==> config.mk <==
export PLATFORM = sky130hd
export DESIGN_NAME = keyed_record_extractor
export DESIGN_NICKNAME = d
export VERILOG_FILES = /design/src/kre_pkg.sv /design/src/keyed_record_extractor.sv /design/src/kre_match.sv /design/src/kre_parser.sv
export SDC_FILE = /design/constraint.sdc
export NUM_CORES = 1
export LEC_CHECK = 0
export BUFFER_PORTS_ARGS = -buffer_cell sky130_fd_sc_hd__buf_2
export CAP_MARGIN = 10
export CELL_PAD_IN_SITES_DETAIL_PLACEMENT = 1
export CELL_PAD_IN_SITES_GLOBAL_PLACEMENT = 2
export CORE_UTILIZATION = 42
export CTS_CLUSTER_DIAMETER = 30
export DETAILED_ROUTE_END_ITERATION = 8
export PLACE_DENSITY_LB_ADDON = 0.15
export RECOVER_POWER = 25
export SYNTH_ARGS = -nofsm -noshare
export SYNTH_HDL_FRONTEND = slang
export SYNTH_SLANG_ARGS = --single-unit
==> constraint.sdc <==
create_clock -name clk -period 8.7 [get_ports clk]
set_clock_uncertainty 0.2 [all_clocks]
set_input_delay 2.61 -clock clk [delete_from_list [all_inputs] [get_ports clk]]
set_output_delay 2.61 -clock clk [all_outputs]
set_load 0.005 [all_outputs]
==> src/kre_pkg.sv <==
// Shared types, constants and helpers for the keyed record extractor.
package kre_pkg;

    localparam int WINDOW_BYTES       = 16;
    localparam int INT_FIELD_BYTES    = 4;
    localparam int TEXT_LEN_BYTES     = 2;
    localparam int DEF_MAX_FIELDS     = 16;
    localparam int DEF_KEY_BYTES      = 16;

    localparam logic [1:0] CFG_KEY_UPPER   = 2'd0;
    localparam logic [1:0] CFG_KEY_LOWER   = 2'd1;
    localparam logic [1:0] CFG_FIELD_COUNT = 2'd2;

    localparam logic [1:0] KIND_INT    = 2'd0;
    localparam logic [1:0] KIND_LENGTH = 2'd1;
    localparam logic [1:0] KIND_TEXT   = 2'd2;
    localparam logic [1:0] KIND_STATUS = 2'd3;

    localparam logic [1:0] ST_OK         = 2'd0;
    localparam logic [1:0] ST_NOT_FOUND  = 2'd1;
    localparam logic [1:0] ST_TRUNC_LEN  = 2'd2;
    localparam logic [1:0] ST_TRUNC_TEXT = 2'd3;

    typedef enum logic [2:0] {
        PH_SEARCH,
        PH_FIELDS,
        PH_LENGTH,
        PH_TEXT,
        PH_DONE
    } phase_t;

    typedef struct packed {
        logic [1:0]  kind;
        logic [31:0] value;
        logic [31:0] offset;
        logic [1:0]  status;
        logic        fin;
    } res_t;

    typedef struct packed {
        logic shift;
        logic clear;
    } win_ctl_t;

    function automatic logic [7:0] key_byte(input logic [127:0] key, input int idx);
        return key[127 - 8 * idx -: 8];
    endfunction

endpackage

==> src/keyed_record_extractor.sv <==
// Keyed record extractor top level: config registers, input and result registers.
// An accepted word is held in the input register; its parse step writes any result to the result register.
// Throughput: one byte per cycle; the parse step runs once per cycle between the
// input register and the result register, gated only by the result register's stall.
// Reset: asynchronous active low; clears key, field count, control state and both
// valid flags; the match window contents need no reset (fill count is cleared).
module keyed_record_extractor #(
    parameter int MAX_FIELDS = kre_pkg::DEF_MAX_FIELDS,
    parameter int KEY_BYTES  = kre_pkg::DEF_KEY_BYTES
) (
    input  logic               clk,
    input  logic               rst_n,
    input  logic               cfg_we,
    input  logic [1:0]         cfg_index,
    input  logic [63:0]        cfg_data,
    input  logic               in_valid,
    output logic               in_stall,
    input  logic [7:0]         data_byte,
    input  logic               stream_end,
    output logic               out_valid,
    input  logic               out_stall,
    output logic [1:0]         kind,
    output logic signed [31:0] value,
    output logic [31:0]        record_offset,
    output logic [1:0]         status,
    output logic               final_res
);
    import kre_pkg::*;

    logic [63:0] key_upper_reg;
    logic [63:0] key_lower_reg;
    logic [4:0]  field_count_reg;

    logic        s1_valid_reg;
    logic [7:0]  s1_byte_reg;
    logic        s1_end_reg;

    logic        out_valid_reg;
    res_t        out_reg;

    logic        advance;
    logic        step;
    logic        hit;
    logic        emit;
    res_t        res;
    win_ctl_t    win_ctl;

    assign advance  = !out_valid_reg || !out_stall;
    assign step     = s1_valid_reg && advance;
    assign in_stall = s1_valid_reg && !advance;

    always_ff @(posedge clk or negedge rst_n)
    begin
        if (!rst_n)
        begin
            key_upper_reg   <= '0;
            key_lower_reg   <= '0;
            field_count_reg <= '0;
        end
        else if (cfg_we)
        begin
            unique case (cfg_index)
                CFG_KEY_UPPER:   key_upper_reg   <= cfg_data;
                CFG_KEY_LOWER:   key_lower_reg   <= cfg_data;
                CFG_FIELD_COUNT: field_count_reg <= cfg_data[4:0];
                default:
                begin
                end
            endcase
        end
    end

    always_ff @(posedge clk or negedge rst_n)
    begin
        if (!rst_n)
        begin
            s1_valid_reg <= 1'b0;
        end
        else if (!in_stall)
        begin
            s1_valid_reg <= in_valid;
        end
    end

    always_ff @(posedge clk)
    begin
        if (in_valid && !in_stall)
        begin
            s1_byte_reg <= data_byte;
            s1_end_reg  <= stream_end;
        end
    end

    kre_match #(
        .KEY_BYTES (KEY_BYTES)
    ) u_match (
        .clk       (clk),
        .rst_n     (rst_n),
        .ctl       (win_ctl),
        .data_byte (s1_byte_reg),
        .key       ({key_upper_reg, key_lower_reg}),
        .hit       (hit)
    );

    kre_parser #(
        .MAX_FIELDS (MAX_FIELDS),
        .KEY_BYTES  (KEY_BYTES)
    ) u_parser (
        .clk         (clk),
        .rst_n       (rst_n),
        .step        (step),
        .data_byte   (s1_byte_reg),
        .stream_end  (s1_end_reg),
        .field_count (field_count_reg),
        .hit         (hit),
        .win_ctl     (win_ctl),
        .emit        (emit),
        .res         (res)
    );

    always_ff @(posedge clk or negedge rst_n)
    begin
        if (!rst_n)
        begin
            out_valid_reg <= 1'b0;
        end
        else if (advance)
        begin
            out_valid_reg <= step && emit;
        end
    end

    always_ff @(posedge clk)
    begin
        if (step && emit)
        begin
            out_reg <= res;
        end
    end

    assign out_valid     = out_valid_reg;
    assign kind          = out_reg.kind;
    assign value         = signed'(out_reg.value);
    assign record_offset = out_reg.offset;
    assign status        = out_reg.status;
    assign final_res     = out_reg.fin;

    a_stall_holds_word: assert property (@(posedge clk) disable iff (!rst_n)
        in_stall |=> s1_valid_reg && $stable(s1_byte_reg) && $stable(s1_end_reg))
        else $error("input word lost while stalled");

endmodule

==> src/kre_match.sv <==
// Sliding byte window and key compare.
module kre_match #(
    parameter int KEY_BYTES = kre_pkg::DEF_KEY_BYTES
) (
    input  logic              clk,
    input  logic              rst_n,
    input  kre_pkg::win_ctl_t ctl,
    input  logic [7:0]        data_byte,
    input  logic [127:0]      key,
    output logic              hit
);
    import kre_pkg::*;

    localparam int FILL_W = $clog2(WINDOW_BYTES + 1);

    logic [7:0]        win_reg     [WINDOW_BYTES];
    logic [7:0]        win_shifted [WINDOW_BYTES];
    logic [FILL_W-1:0] fill_reg;
    logic [FILL_W-1:0] fill_next;
    logic              eq;

    always_comb
    begin
        for (int i = 0; i < WINDOW_BYTES - 1; i++)
        begin
            win_shifted[i] = win_reg[i + 1];
        end
        win_shifted[WINDOW_BYTES - 1] = data_byte;
    end

    always_comb
    begin
        if (fill_reg < FILL_W'(WINDOW_BYTES))
        begin
            fill_next = fill_reg + FILL_W'(1);
        end
        else
        begin
            fill_next = fill_reg;
        end
    end

    always_comb
    begin
        eq = 1'b1;
        for (int i = 0; i < KEY_BYTES; i++)
        begin
            if (win_shifted[WINDOW_BYTES - KEY_BYTES + i] != key_byte(key, i))
            begin
                eq = 1'b0;
            end
        end
        hit = eq && (fill_next >= FILL_W'(KEY_BYTES));
    end

    always_ff @(posedge clk)
    begin
        if (ctl.shift)
        begin
            for (int i = 0; i < WINDOW_BYTES; i++)
            begin
                win_reg[i] <= win_shifted[i];
            end
        end
    end

    always_ff @(posedge clk or negedge rst_n)
    begin
        if (!rst_n)
        begin
            fill_reg <= '0;
        end
        else if (ctl.clear)
        begin
            fill_reg <= '0;
        end
        else if (ctl.shift)
        begin
            fill_reg <= fill_next;
        end
    end

endmodule

==> src/kre_parser.sv <==
// Record parser state machine: phase, counters, accumulator and result build.
module kre_parser #(
    parameter int MAX_FIELDS = kre_pkg::DEF_MAX_FIELDS,
    parameter int KEY_BYTES  = kre_pkg::DEF_KEY_BYTES
) (
    input  logic              clk,
    input  logic              rst_n,
    input  logic              step,
    input  logic [7:0]        data_byte,
    input  logic              stream_end,
    input  logic [4:0]        field_count,
    input  logic              hit,
    output kre_pkg::win_ctl_t win_ctl,
    output logic              emit,
    output kre_pkg::res_t     res
);
    import kre_pkg::*;

    phase_t      phase_reg, phase_next;
    logic [31:0] bytes_seen_reg, bytes_seen_next;
    logic [4:0]  field_index_reg, field_index_next;
    logic [1:0]  biw_reg, biw_next;
    logic [31:0] accum_reg, accum_next;
    logic [15:0] text_rem_reg, text_rem_next;
    logic [31:0] offset_reg, offset_next;

    logic [4:0]  active;
    logic [4:0]  field_inc;
    logic [31:0] field_word;
    logic [15:0] len_word;
    logic [15:0] text_dec;
    logic [31:0] match_pos;

    always_comb
    begin
        active     = (32'(field_count) > MAX_FIELDS) ? 5'(MAX_FIELDS) : field_count;
        field_inc  = 5'(field_index_reg + 5'd1);
        field_word = {accum_reg[23:0], data_byte};
        len_word   = {accum_reg[7:0], data_byte};
        text_dec   = 16'(text_rem_reg - 16'd1);
        match_pos  = 32'(bytes_seen_reg - 32'(KEY_BYTES - 1));
    end

    assign win_ctl.shift = step && (phase_reg == PH_SEARCH);
    assign win_ctl.clear = step && stream_end;

    // next phase
    always_comb
    begin
        phase_next = phase_reg;
        unique case (phase_reg)
            PH_SEARCH:
            begin
                if (hit)
                begin
                    phase_next = (active != 5'd0) ? PH_FIELDS : PH_LENGTH;
                end
            end
            PH_FIELDS:
            begin
                if (biw_reg >= 2'(INT_FIELD_BYTES - 1) && field_inc >= active)
                begin
                    phase_next = PH_LENGTH;
                end
            end
            PH_LENGTH:
            begin
                if (biw_reg >= 2'(TEXT_LEN_BYTES - 1))
                begin
                    phase_next = (len_word == 16'd0) ? PH_DONE : PH_TEXT;
                end
            end
            PH_TEXT:
            begin
                if (text_dec == 16'd0)
                begin
                    phase_next = PH_DONE;
                end
            end
            PH_DONE:
            begin
                phase_next = PH_DONE;
            end
            default:
            begin
                phase_next = PH_SEARCH;
            end
        endcase
        if (stream_end)
        begin
            phase_next = PH_SEARCH;
        end
    end

    // result and datapath
    always_comb
    begin
        emit             = 1'b0;
        res.kind         = KIND_STATUS;
        res.value        = '0;
        res.offset       = offset_reg;
        res.status       = ST_OK;
        res.fin          = 1'b0;
        bytes_seen_next  = bytes_seen_reg;
        field_index_next = field_index_reg;
        biw_next         = biw_reg;
        accum_next       = accum_reg;
        text_rem_next    = text_rem_reg;
        offset_next      = offset_reg;
        unique case (phase_reg)
            PH_SEARCH:
            begin
                bytes_seen_next = 32'(bytes_seen_reg + 32'd1);
                if (hit)
                begin
                    emit             = 1'b1;
                    offset_next      = match_pos;
                    res.offset       = match_pos;
                    field_index_next = '0;
                    biw_next         = '0;
                    accum_next       = '0;
                    if (stream_end)
                    begin
                        res.status = ST_TRUNC_LEN;
                        res.fin    = 1'b1;
                    end
                end
                else if (stream_end)
                begin
                    emit       = 1'b1;
                    res.offset = '0;
                    res.status = ST_NOT_FOUND;
                    res.fin    = 1'b1;
                end
            end
            PH_FIELDS:
            begin
                if (biw_reg >= 2'(INT_FIELD_BYTES - 1))
                begin
                    emit             = 1'b1;
                    res.kind         = KIND_INT;
                    res.value        = field_word;
                    field_index_next = field_inc;
                    biw_next         = '0;
                    accum_next       = '0;
                end
                else
                begin
                    biw_next   = 2'(biw_reg + 2'd1);
                    accum_next = field_word;
                end
                if (stream_end)
                begin
                    emit       = 1'b1;
                    res.status = ST_TRUNC_LEN;
                    res.fin    = 1'b1;
                end
            end
            PH_LENGTH:
            begin
                if (biw_reg >= 2'(TEXT_LEN_BYTES - 1))
                begin
                    emit          = 1'b1;
                    res.kind      = KIND_LENGTH;
                    res.value     = {16'd0, len_word};
                    text_rem_next = len_word;
                    biw_next      = '0;
                    accum_next    = '0;
                    if (len_word == 16'd0)
                    begin
                        res.fin = 1'b1;
                    end
                    else if (stream_end)
                    begin
                        res.status = ST_TRUNC_TEXT;
                        res.fin    = 1'b1;
                    end
                end
                else
                begin
                    biw_next   = 2'd1;
                    accum_next = {16'd0, len_word};
                    if (stream_end)
                    begin
                        emit       = 1'b1;
                        res.status = ST_TRUNC_LEN;
                        res.fin    = 1'b1;
                    end
                end
            end
            PH_TEXT:
            begin
                emit          = 1'b1;
                res.kind      = KIND_TEXT;
                res.value     = {24'd0, data_byte};
                text_rem_next = text_dec;
                if (text_dec == 16'd0)
                begin
                    res.fin = 1'b1;
                end
                else if (stream_end)
                begin
                    res.status = ST_TRUNC_TEXT;
                    res.fin    = 1'b1;
                end
            end
            PH_DONE:
            begin
            end
            default:
            begin
            end
        endcase
        // rearm for the next stream
        if (stream_end)
        begin
            bytes_seen_next  = '0;
            field_index_next = '0;
            biw_next         = '0;
            accum_next       = '0;
            text_rem_next    = '0;
            offset_next      = '0;
        end
    end

    always_ff @(posedge clk or negedge rst_n)
    begin
        if (!rst_n)
        begin
            phase_reg       <= PH_SEARCH;
            bytes_seen_reg  <= '0;
            field_index_reg <= '0;
            biw_reg         <= '0;
            accum_reg       <= '0;
            text_rem_reg    <= '0;
            offset_reg      <= '0;
        end
        else if (step)
        begin
            phase_reg       <= phase_next;
            bytes_seen_reg  <= bytes_seen_next;
            field_index_reg <= field_index_next;
            biw_reg         <= biw_next;
            accum_reg       <= accum_next;
            text_rem_reg    <= text_rem_next;
            offset_reg      <= offset_next;
        end
    end

    a_text_nonzero: assert property (@(posedge clk) disable iff (!rst_n)
        phase_reg == PH_TEXT |-> text_rem_reg != 16'd0)
        else $error("text phase with zero remaining count");

    a_length_biw: assert property (@(posedge clk) disable iff (!rst_n)
        phase_reg == PH_LENGTH |-> biw_reg <= 2'd1)
        else $error("length phase byte counter out of range");

    a_end_rearms: assert property (@(posedge clk) disable iff (!rst_n)
        step && stream_end |=> phase_reg == PH_SEARCH && bytes_seen_reg == 32'd0)
        else $error("stream end did not rearm the parser");

endmodule

======== Yosys cells after proc, flatten, opt, wreduce, memory -nomap -nowiden ========
Memories as Yosys holds them, arrays and structs flattened.
Index checks and enable logic that the tools add are counted.
storage, ports and cells
  register bits after elaboration ......... 332
  bits in writable memories ............... 128
  output and inout port bits .............. 71
  logic and storage cells ................. 165
  memories ................................ 1
memories
  memory           depth  bits a word  read ports  clocked after Yosys merged registers in  wr ports  RTL line         source
  u_match.win_reg  16     8            15          0                                        16        kre_match.sv:16  logic [7:0] win_reg [WINDOW_BYTES];
operators by class
  add/sub/neg operators ................... 6
  magnitude comparators ................... 6
  equality and inequality tests ........... 27
  multiplexer cells ....................... 72
  reductions and logical operators ........ 33
operator list
  kind                                                count
  2-to-1 mux 32 bit                                   6
  != test 8 bit                                       16
  one-hot mux 34 bit (3 select lines)                 1
  2-to-1 mux 24 bit                                   3
  one-hot mux 24 bit (3 select lines)                 1
  2-to-1 mux 35 bit                                   2
  2-to-1 mux 34 bit                                   2
  2-to-1 mux 16 bit                                   3
  2-to-1 mux 5 bit                                    7
  adder 32 x 1 -> 32 bit, second input constant       1
  logical NOT 16 bit                                  2
  one-hot mux 16 bit (2 select lines)                 1
  subtractor 32 x 4 -> 32 bit, second input constant  1
  2-to-1 mux 3 bit                                    9
  2-to-1 mux 1 bit                                    26
  subtractor 16 x 1 -> 16 bit, second input constant  1
  one-hot mux 3 bit (5 select lines)                  1
  2-to-1 mux 2 bit                                    6
  != test 3 x 2 -> 1 bit, second input constant       4
  one-hot mux 3 bit (4 select lines)                  1
  adder 5 x 1 -> 5 bit, second input constant         2
  one-hot mux 5 bit (2 select lines)                  1
  AND reduction 3 bit                                 3
  logical AND 1 bit                                   8
  other kinds (26)                                    36

======== Logic depth before layout (Yosys ltp) ========
An unclocked memory read counts as a cell.
  word-level depth ........................ 22
  gate-level depth with buffers ........... 10
  depth with buffers taken out ............ 10

======== By module ========
A second synthesis with hierarchy kept.
second synthesis, totals
  cell total of the unflattened synthesis .. 1547
  area, all modules ....................... 20100.5 µm²
modules (own cells, without submodules)
  module                  instances  cells each  area an instance (µm²)  sequential area each (µm²)
  keyed_record_extractor  1          372         7796.2                  5720.5
  kre_parser              1          863         7079.3                  2852.7
  kre_match               1          312         5225.0                  3728.6

======== Worst setup path after synthesis ========
OpenSTA, ideal clock, no wires.
  path type ............................... in2reg
  start point ............................. in out_stall
  end point ............................... reg out_reg, in the netlist final_res (enable)
  library setup time ...................... 0.581 ns
  data arrival time ....................... 7.707 ns
  data required time ...................... 7.919 ns
  slack ................................... 0.212 ns
  stages .................................. 4
  path buffers ............................ 1
  cells stage by stage .................... nand2_1 nand2_1 clkbuf_1 nor3_1
on the way
  cells in the longest elaborated chain, start to end .. 4
ends and longest elaborated chain
  element               RTL line                       source
  from (decl)           keyed_record_extractor.sv:21   input logic out_stall,
  logical NOT 1 bit     keyed_record_extractor.sv:48   assign advance = !out_valid_reg || !out_stall;
  logical OR 1 bit      keyed_record_extractor.sv:48
  logical AND 1 bit     keyed_record_extractor.sv:49   assign step = s1_valid_reg && advance;
  logical AND 1 bit     keyed_record_extractor.sv:135  if (step && emit)
  to (signal assigned)  keyed_record_extractor.sv:137  out_reg <= res;
  to (decl)             keyed_record_extractor.sv:39   res_t out_reg;
No other way between the ends.
A chain may end at the register's enable or synchronous reset.

======== Worst setup path after layout ========
  start point ............................. in out_stall
  end point ............................... out in_stall
on the way
  cells in the longest elaborated chain, start to end .. 4
ends and longest elaborated chain
  element            RTL line                      source
  logical NOT 1 bit  keyed_record_extractor.sv:48
  logical OR 1 bit   keyed_record_extractor.sv:48
  logical NOT 1 bit  keyed_record_extractor.sv:50  assign in_stall = s1_valid_reg && !advance;
  logical AND 1 bit  keyed_record_extractor.sv:50
  to (decl)          keyed_record_extractor.sv:17  output logic in_stall,
No other way between the ends.

==> impl_metrics.tcl <==
set metrics [dict create \
    rsz0062_at_grt "false" \
    dr.pass1.iters 7 \
    insertion_delay_ns 0.64 \
    start_util 0.427 \
    worstPathCellList "clkbuf_1 -> nand3_1 -> inv_1 -> buf_2" \
    postCtsSetupRepairBufs 0 \
    drv_slew 60 \
    violations "design-rule violations, max-capacitance violations, max-slew violations" \
    drc 20 \
    numCtsBuffers 106 \
    tns_ns 0 \
    grt_pass1_vias 14500 \
    fin_crit_sh 0.681 \
    htreeDepth 3 \
    fp.dieArea_um2 48300 \
    p_sw_mw 2.56 \
    yosysSeqAreaShare 0.618 \
    dieWidth_um 220 \
    synth_edf_count 198 \
    cts_tree "yes" \
    whs_path_depth 0 \
    io_buffers 150 \
    r2r_cells 10 \
    synth_fp_nets 1691 \
    die-height_um 220 \
    status "finished, violations left" \
    area_growth_pct 26.1 \
    ys_ff_latch 452 \
    p_seq_frac 0.368 \
    arrival_ns 3.11 \
    critical_path_required_ns 5.89 \
    routed_via_density 5.43 \
    ios 151 \
    grtUsageTotal 0.236 \
    synth.yosys.warnings 0 \
    antenna_left 0 \
    cts.path.max_buffers 3 \
    slowest_stage "clkbuf_1" \
    cp_num_buf_inv 3 \
    cts_hold_buf 0 \
    postSynthAreaPerCell_um2 12.5 \
    ctsResizeCount 0 \
    fin_util 0.538 \
    finalWirelength_um 55400 \
    switching_share 0.291 \
    startpoint_type "input pin" \
    rrSetupSlack_ns 4.39 \
    finalCriticalPeriod_ns 5.92 \
    hold_path_class "reg2reg" \
    r2r_end "record_offset[14]" \
    timing.fmax_ghz 0.169 \
    largest_register_ffs 120 \
    cts.sinks 452 \
    n_fill_cell 4700 \
    gp_congestion 0.833 \
    drive_gt1_frac 0.269 \
    crit_fanout 3 \
    antenna_found_initial 5 \
    p_per_area_nw_per_um2 351 \
    hold_viol 0 \
    nNetsFinal 1895 \
    p_leak_nw 10.2 \
    fp-row-count 79 \
    end_kind "output pin" \
    gr-total-overflow 0 \
    clk_pin_slew_ns 0.05 \
    max_slew_margin -1.40 \
    slowest_delay_ns 0.19 \
    ys.flop_type "dfrtp_1" \
    syn_area_um2 19900 \
    core_region_area_um2 46700 \
    finalSetupViolations 0 \
    final_cells 2505 \
    async_reset_ff_frac 0.562 \
    tightest_slew_ns 3.60 \
    vdd_drop_max_uv 160 \
    hold_end "u_match.win_reg[0][53]" \
    vias 13600 \
    drtIter0Drc 823 \
    hold_start "u_match.win_reg[0][61]" \
    crit_type "in2out" \
    max_cap_viol_count 1 \
    timing.rr.start "u_match.win_reg[1][30]" \
    hpwlAfterDp_um 36000 \
    clockRootBuffer "clkbuf_16" \
    share_comb_of_total_power 0.163 \
    clockPowerShare 0.470 \
    grt_max_degree 138 \
    post_drt_wl_per_cell_um 22.1 \
    synthCells 1599 \
    critPathTopFamily "buffers and inverters" \
    grt_pass1_wl_um 86500 \
    place_inst 2302 \
    p_int_mw 6.26 \
    yosysUniqueCellTypes 58 \
]
worst reg2reg max path: cells and delay by family (launching register included):
family        cells  cell delay (ns)
buf+inv           2             0.98
xor+xnor          1             0.17
flops             1             0.42
simple gates      7             2.10
how the worst max path moves through the flow:
stage	start	end	cells after the start
after floorplan	out_stall	final_res	4
after global placement	out_stall	in_stall	4
after detailed placement	out_stall	u_parser.bytes_seen_reg[28]	10
after CTS	out_stall	in_stall	4
after global routing	rst_n	u_parser.text_rem_reg[14]	2
final	out_stall	in_stall	4
layer usage:
layer | GRT usage | wire length (um)
met5 | 0 | 48
met4 | 0.0680 | 1160
met3 | 0.0565 | 2790
met2 | 0.369 | 26200
met1 | 0.326 | 25300
power groups by stage:
| stage | clock network (mW) | logic, mW | registers, mW |
|---|---|---|---|
| finish | 4.14 | 1.44 | 3.24 |
| CTS | 4.21 | 1.46 | 3.24 |
| global placement | 0 | 1.39 | 3.24 |
| detailed placement | 0 | 1.43 | 3.26 |
| global route | 4.31 | 1.59 | 3.29 |
| floorplan | 0 | 0.986 | 3.12 |
cells in the mapped netlist (all sizes together), types with 2 or more instances:
cell | count | area share
ha | 12 | 0.0075
mux2 | 163 | 0.092
o21ai | 115 | 0.029
nor3b | 5 | 0.0021
o21a | 2 | 0.00075
nand2 | 84 | 0.016
a31oi | 3 | 0.00094
a22o | 2 | 0.00088
nor4 | 35 | 0.011
a21o | 4 | 0.0015
o31a | 2 | 0.00088
nand2b | 7 | 0.0022
or3 | 26 | 0.0089
a211oi | 3 | 0.0011
a22oi | 3 | 0.0011
a21oi | 34 | 0.0085
xnor2 | 91 | 0.040
or2 | 5 | 0.0016
nand3 | 49 | 0.012
xor2 | 96 | 0.042
a311oi | 2 | 0.00088
nor2b | 7 | 0.0022
or4 | 7 | 0.0028
clkbuf | 64 | 0.012
nand3b | 4 | 0.0015
o22ai | 33 | 0.011
nand4 | 42 | 0.013
inv | 72 | 0.014
dfrtp | 254 | 0.32
and2 | 28 | 0.0088
and4 | 5 | 0.0022
o31ai | 4 | 0.0015
edfxtp | 198 | 0.30
nor2 | 92 | 0.017
buf | 8 | 0.0023
nor3 | 25 | 0.0063
kinds of logic (layout without fill, tap and decap cells):
family | after synthesis | count (layout) | synth area share
flip-flops | 452 | 452 | 0.618
AND/OR/NAND/NOR | 423 | 423 | 0.109
AO/OA/AOI/OAI | 217 | 217 | 0.0626
XOR/XNOR | 187 | 187 | 0.0822
multiplexers | 164 | 164 | 0.0927
buffers and inverters | 144 | 442 | 0.0279
adder cells (fa/ha/maj) | 12 | 12 | 0.00754
other | 0 | 1 | 0
placed cells by master (no fill, tap or decap), types with 4 or more instances in the layout:
| cell type | Yosys | layout |
|---|---|---|
| nor4_1 | 34 | 34 |
| buf_2 | 6 | 147 |
| and2_1 | 28 | 4 |
| clkinv_4 | 0 | 11 |
| or4_1 | 6 | 6 |
| a21o_1 | 4 | 4 |
| clkbuf_8 | 0 | 8 |
| clkinv_2 | 0 | 17 |
| xor2_1 | 96 | 96 |
| nand4_1 | 42 | 42 |
| mux2_1 | 22 | 22 |
| or3_1 | 23 | 23 |
| inv_6 | 0 | 5 |
| clkbuf_1 | 64 | 16 |
| inv_1 | 72 | 71 |
| o31ai_1 | 4 | 4 |
| or2_2 | 5 | 5 |
| mux2_2 | 141 | 141 |
| bufinv_16 | 0 | 16 |
| nand2b_1 | 7 | 7 |
| nor3_1 | 25 | 23 |
| nor2_1 | 92 | 90 |
| xnor2_1 | 91 | 91 |
| o22ai_1 | 31 | 31 |
| clkinv_1 | 0 | 8 |
| nand3_1 | 49 | 49 |
| and4_1 | 5 | 5 |
| nand2_1 | 84 | 84 |
| buf_4 | 0 | 16 |
| and2_0 | 0 | 24 |
| clkbuf_16 | 0 | 110 |
| ha_1 | 12 | 12 |
| dfrtp_1 | 254 | 254 |
| edfxtp_1 | 198 | 198 |
| nor2b_1 | 7 | 7 |
| o21ai_0 | 114 | 114 |
| nand3b_1 | 4 | 4 |
| a21oi_1 | 34 | 34 |
| clkinvlp_4 | 0 | 12 |
layout make-up:
class	instances	area [um2]	area share
diodes	1	2.50	0.0000997
inverters	72	273	0.0109
repair buffers	168	891	0.0355
clock buffers	130	2910	0.116
multi-input cells	1003	7090	0.283
flip-flops and latches	452	12300	0.490
clock inverters	72	878	0.0350
well taps	607	759	0.0303
stage by stage:
stage / cell area [um2] / total power, mW / hold slack [ns] / setup slack, ns
detailed placement: 21300 / 4.69 / 0.239 / 2.77
global placement: 21300 / 4.63 / 0.235 / 2.87
global route: 25100 / 9.19 / 0.255 / 2.29
CTS: 25100 / 8.91 / 0.245 / 2.86
floorplan: 19900 / 4.11 / 0.226 / 0.212
finish: 25100 / 8.82 / 0.246 / 2.78
(Power assumes the default switching activity.)
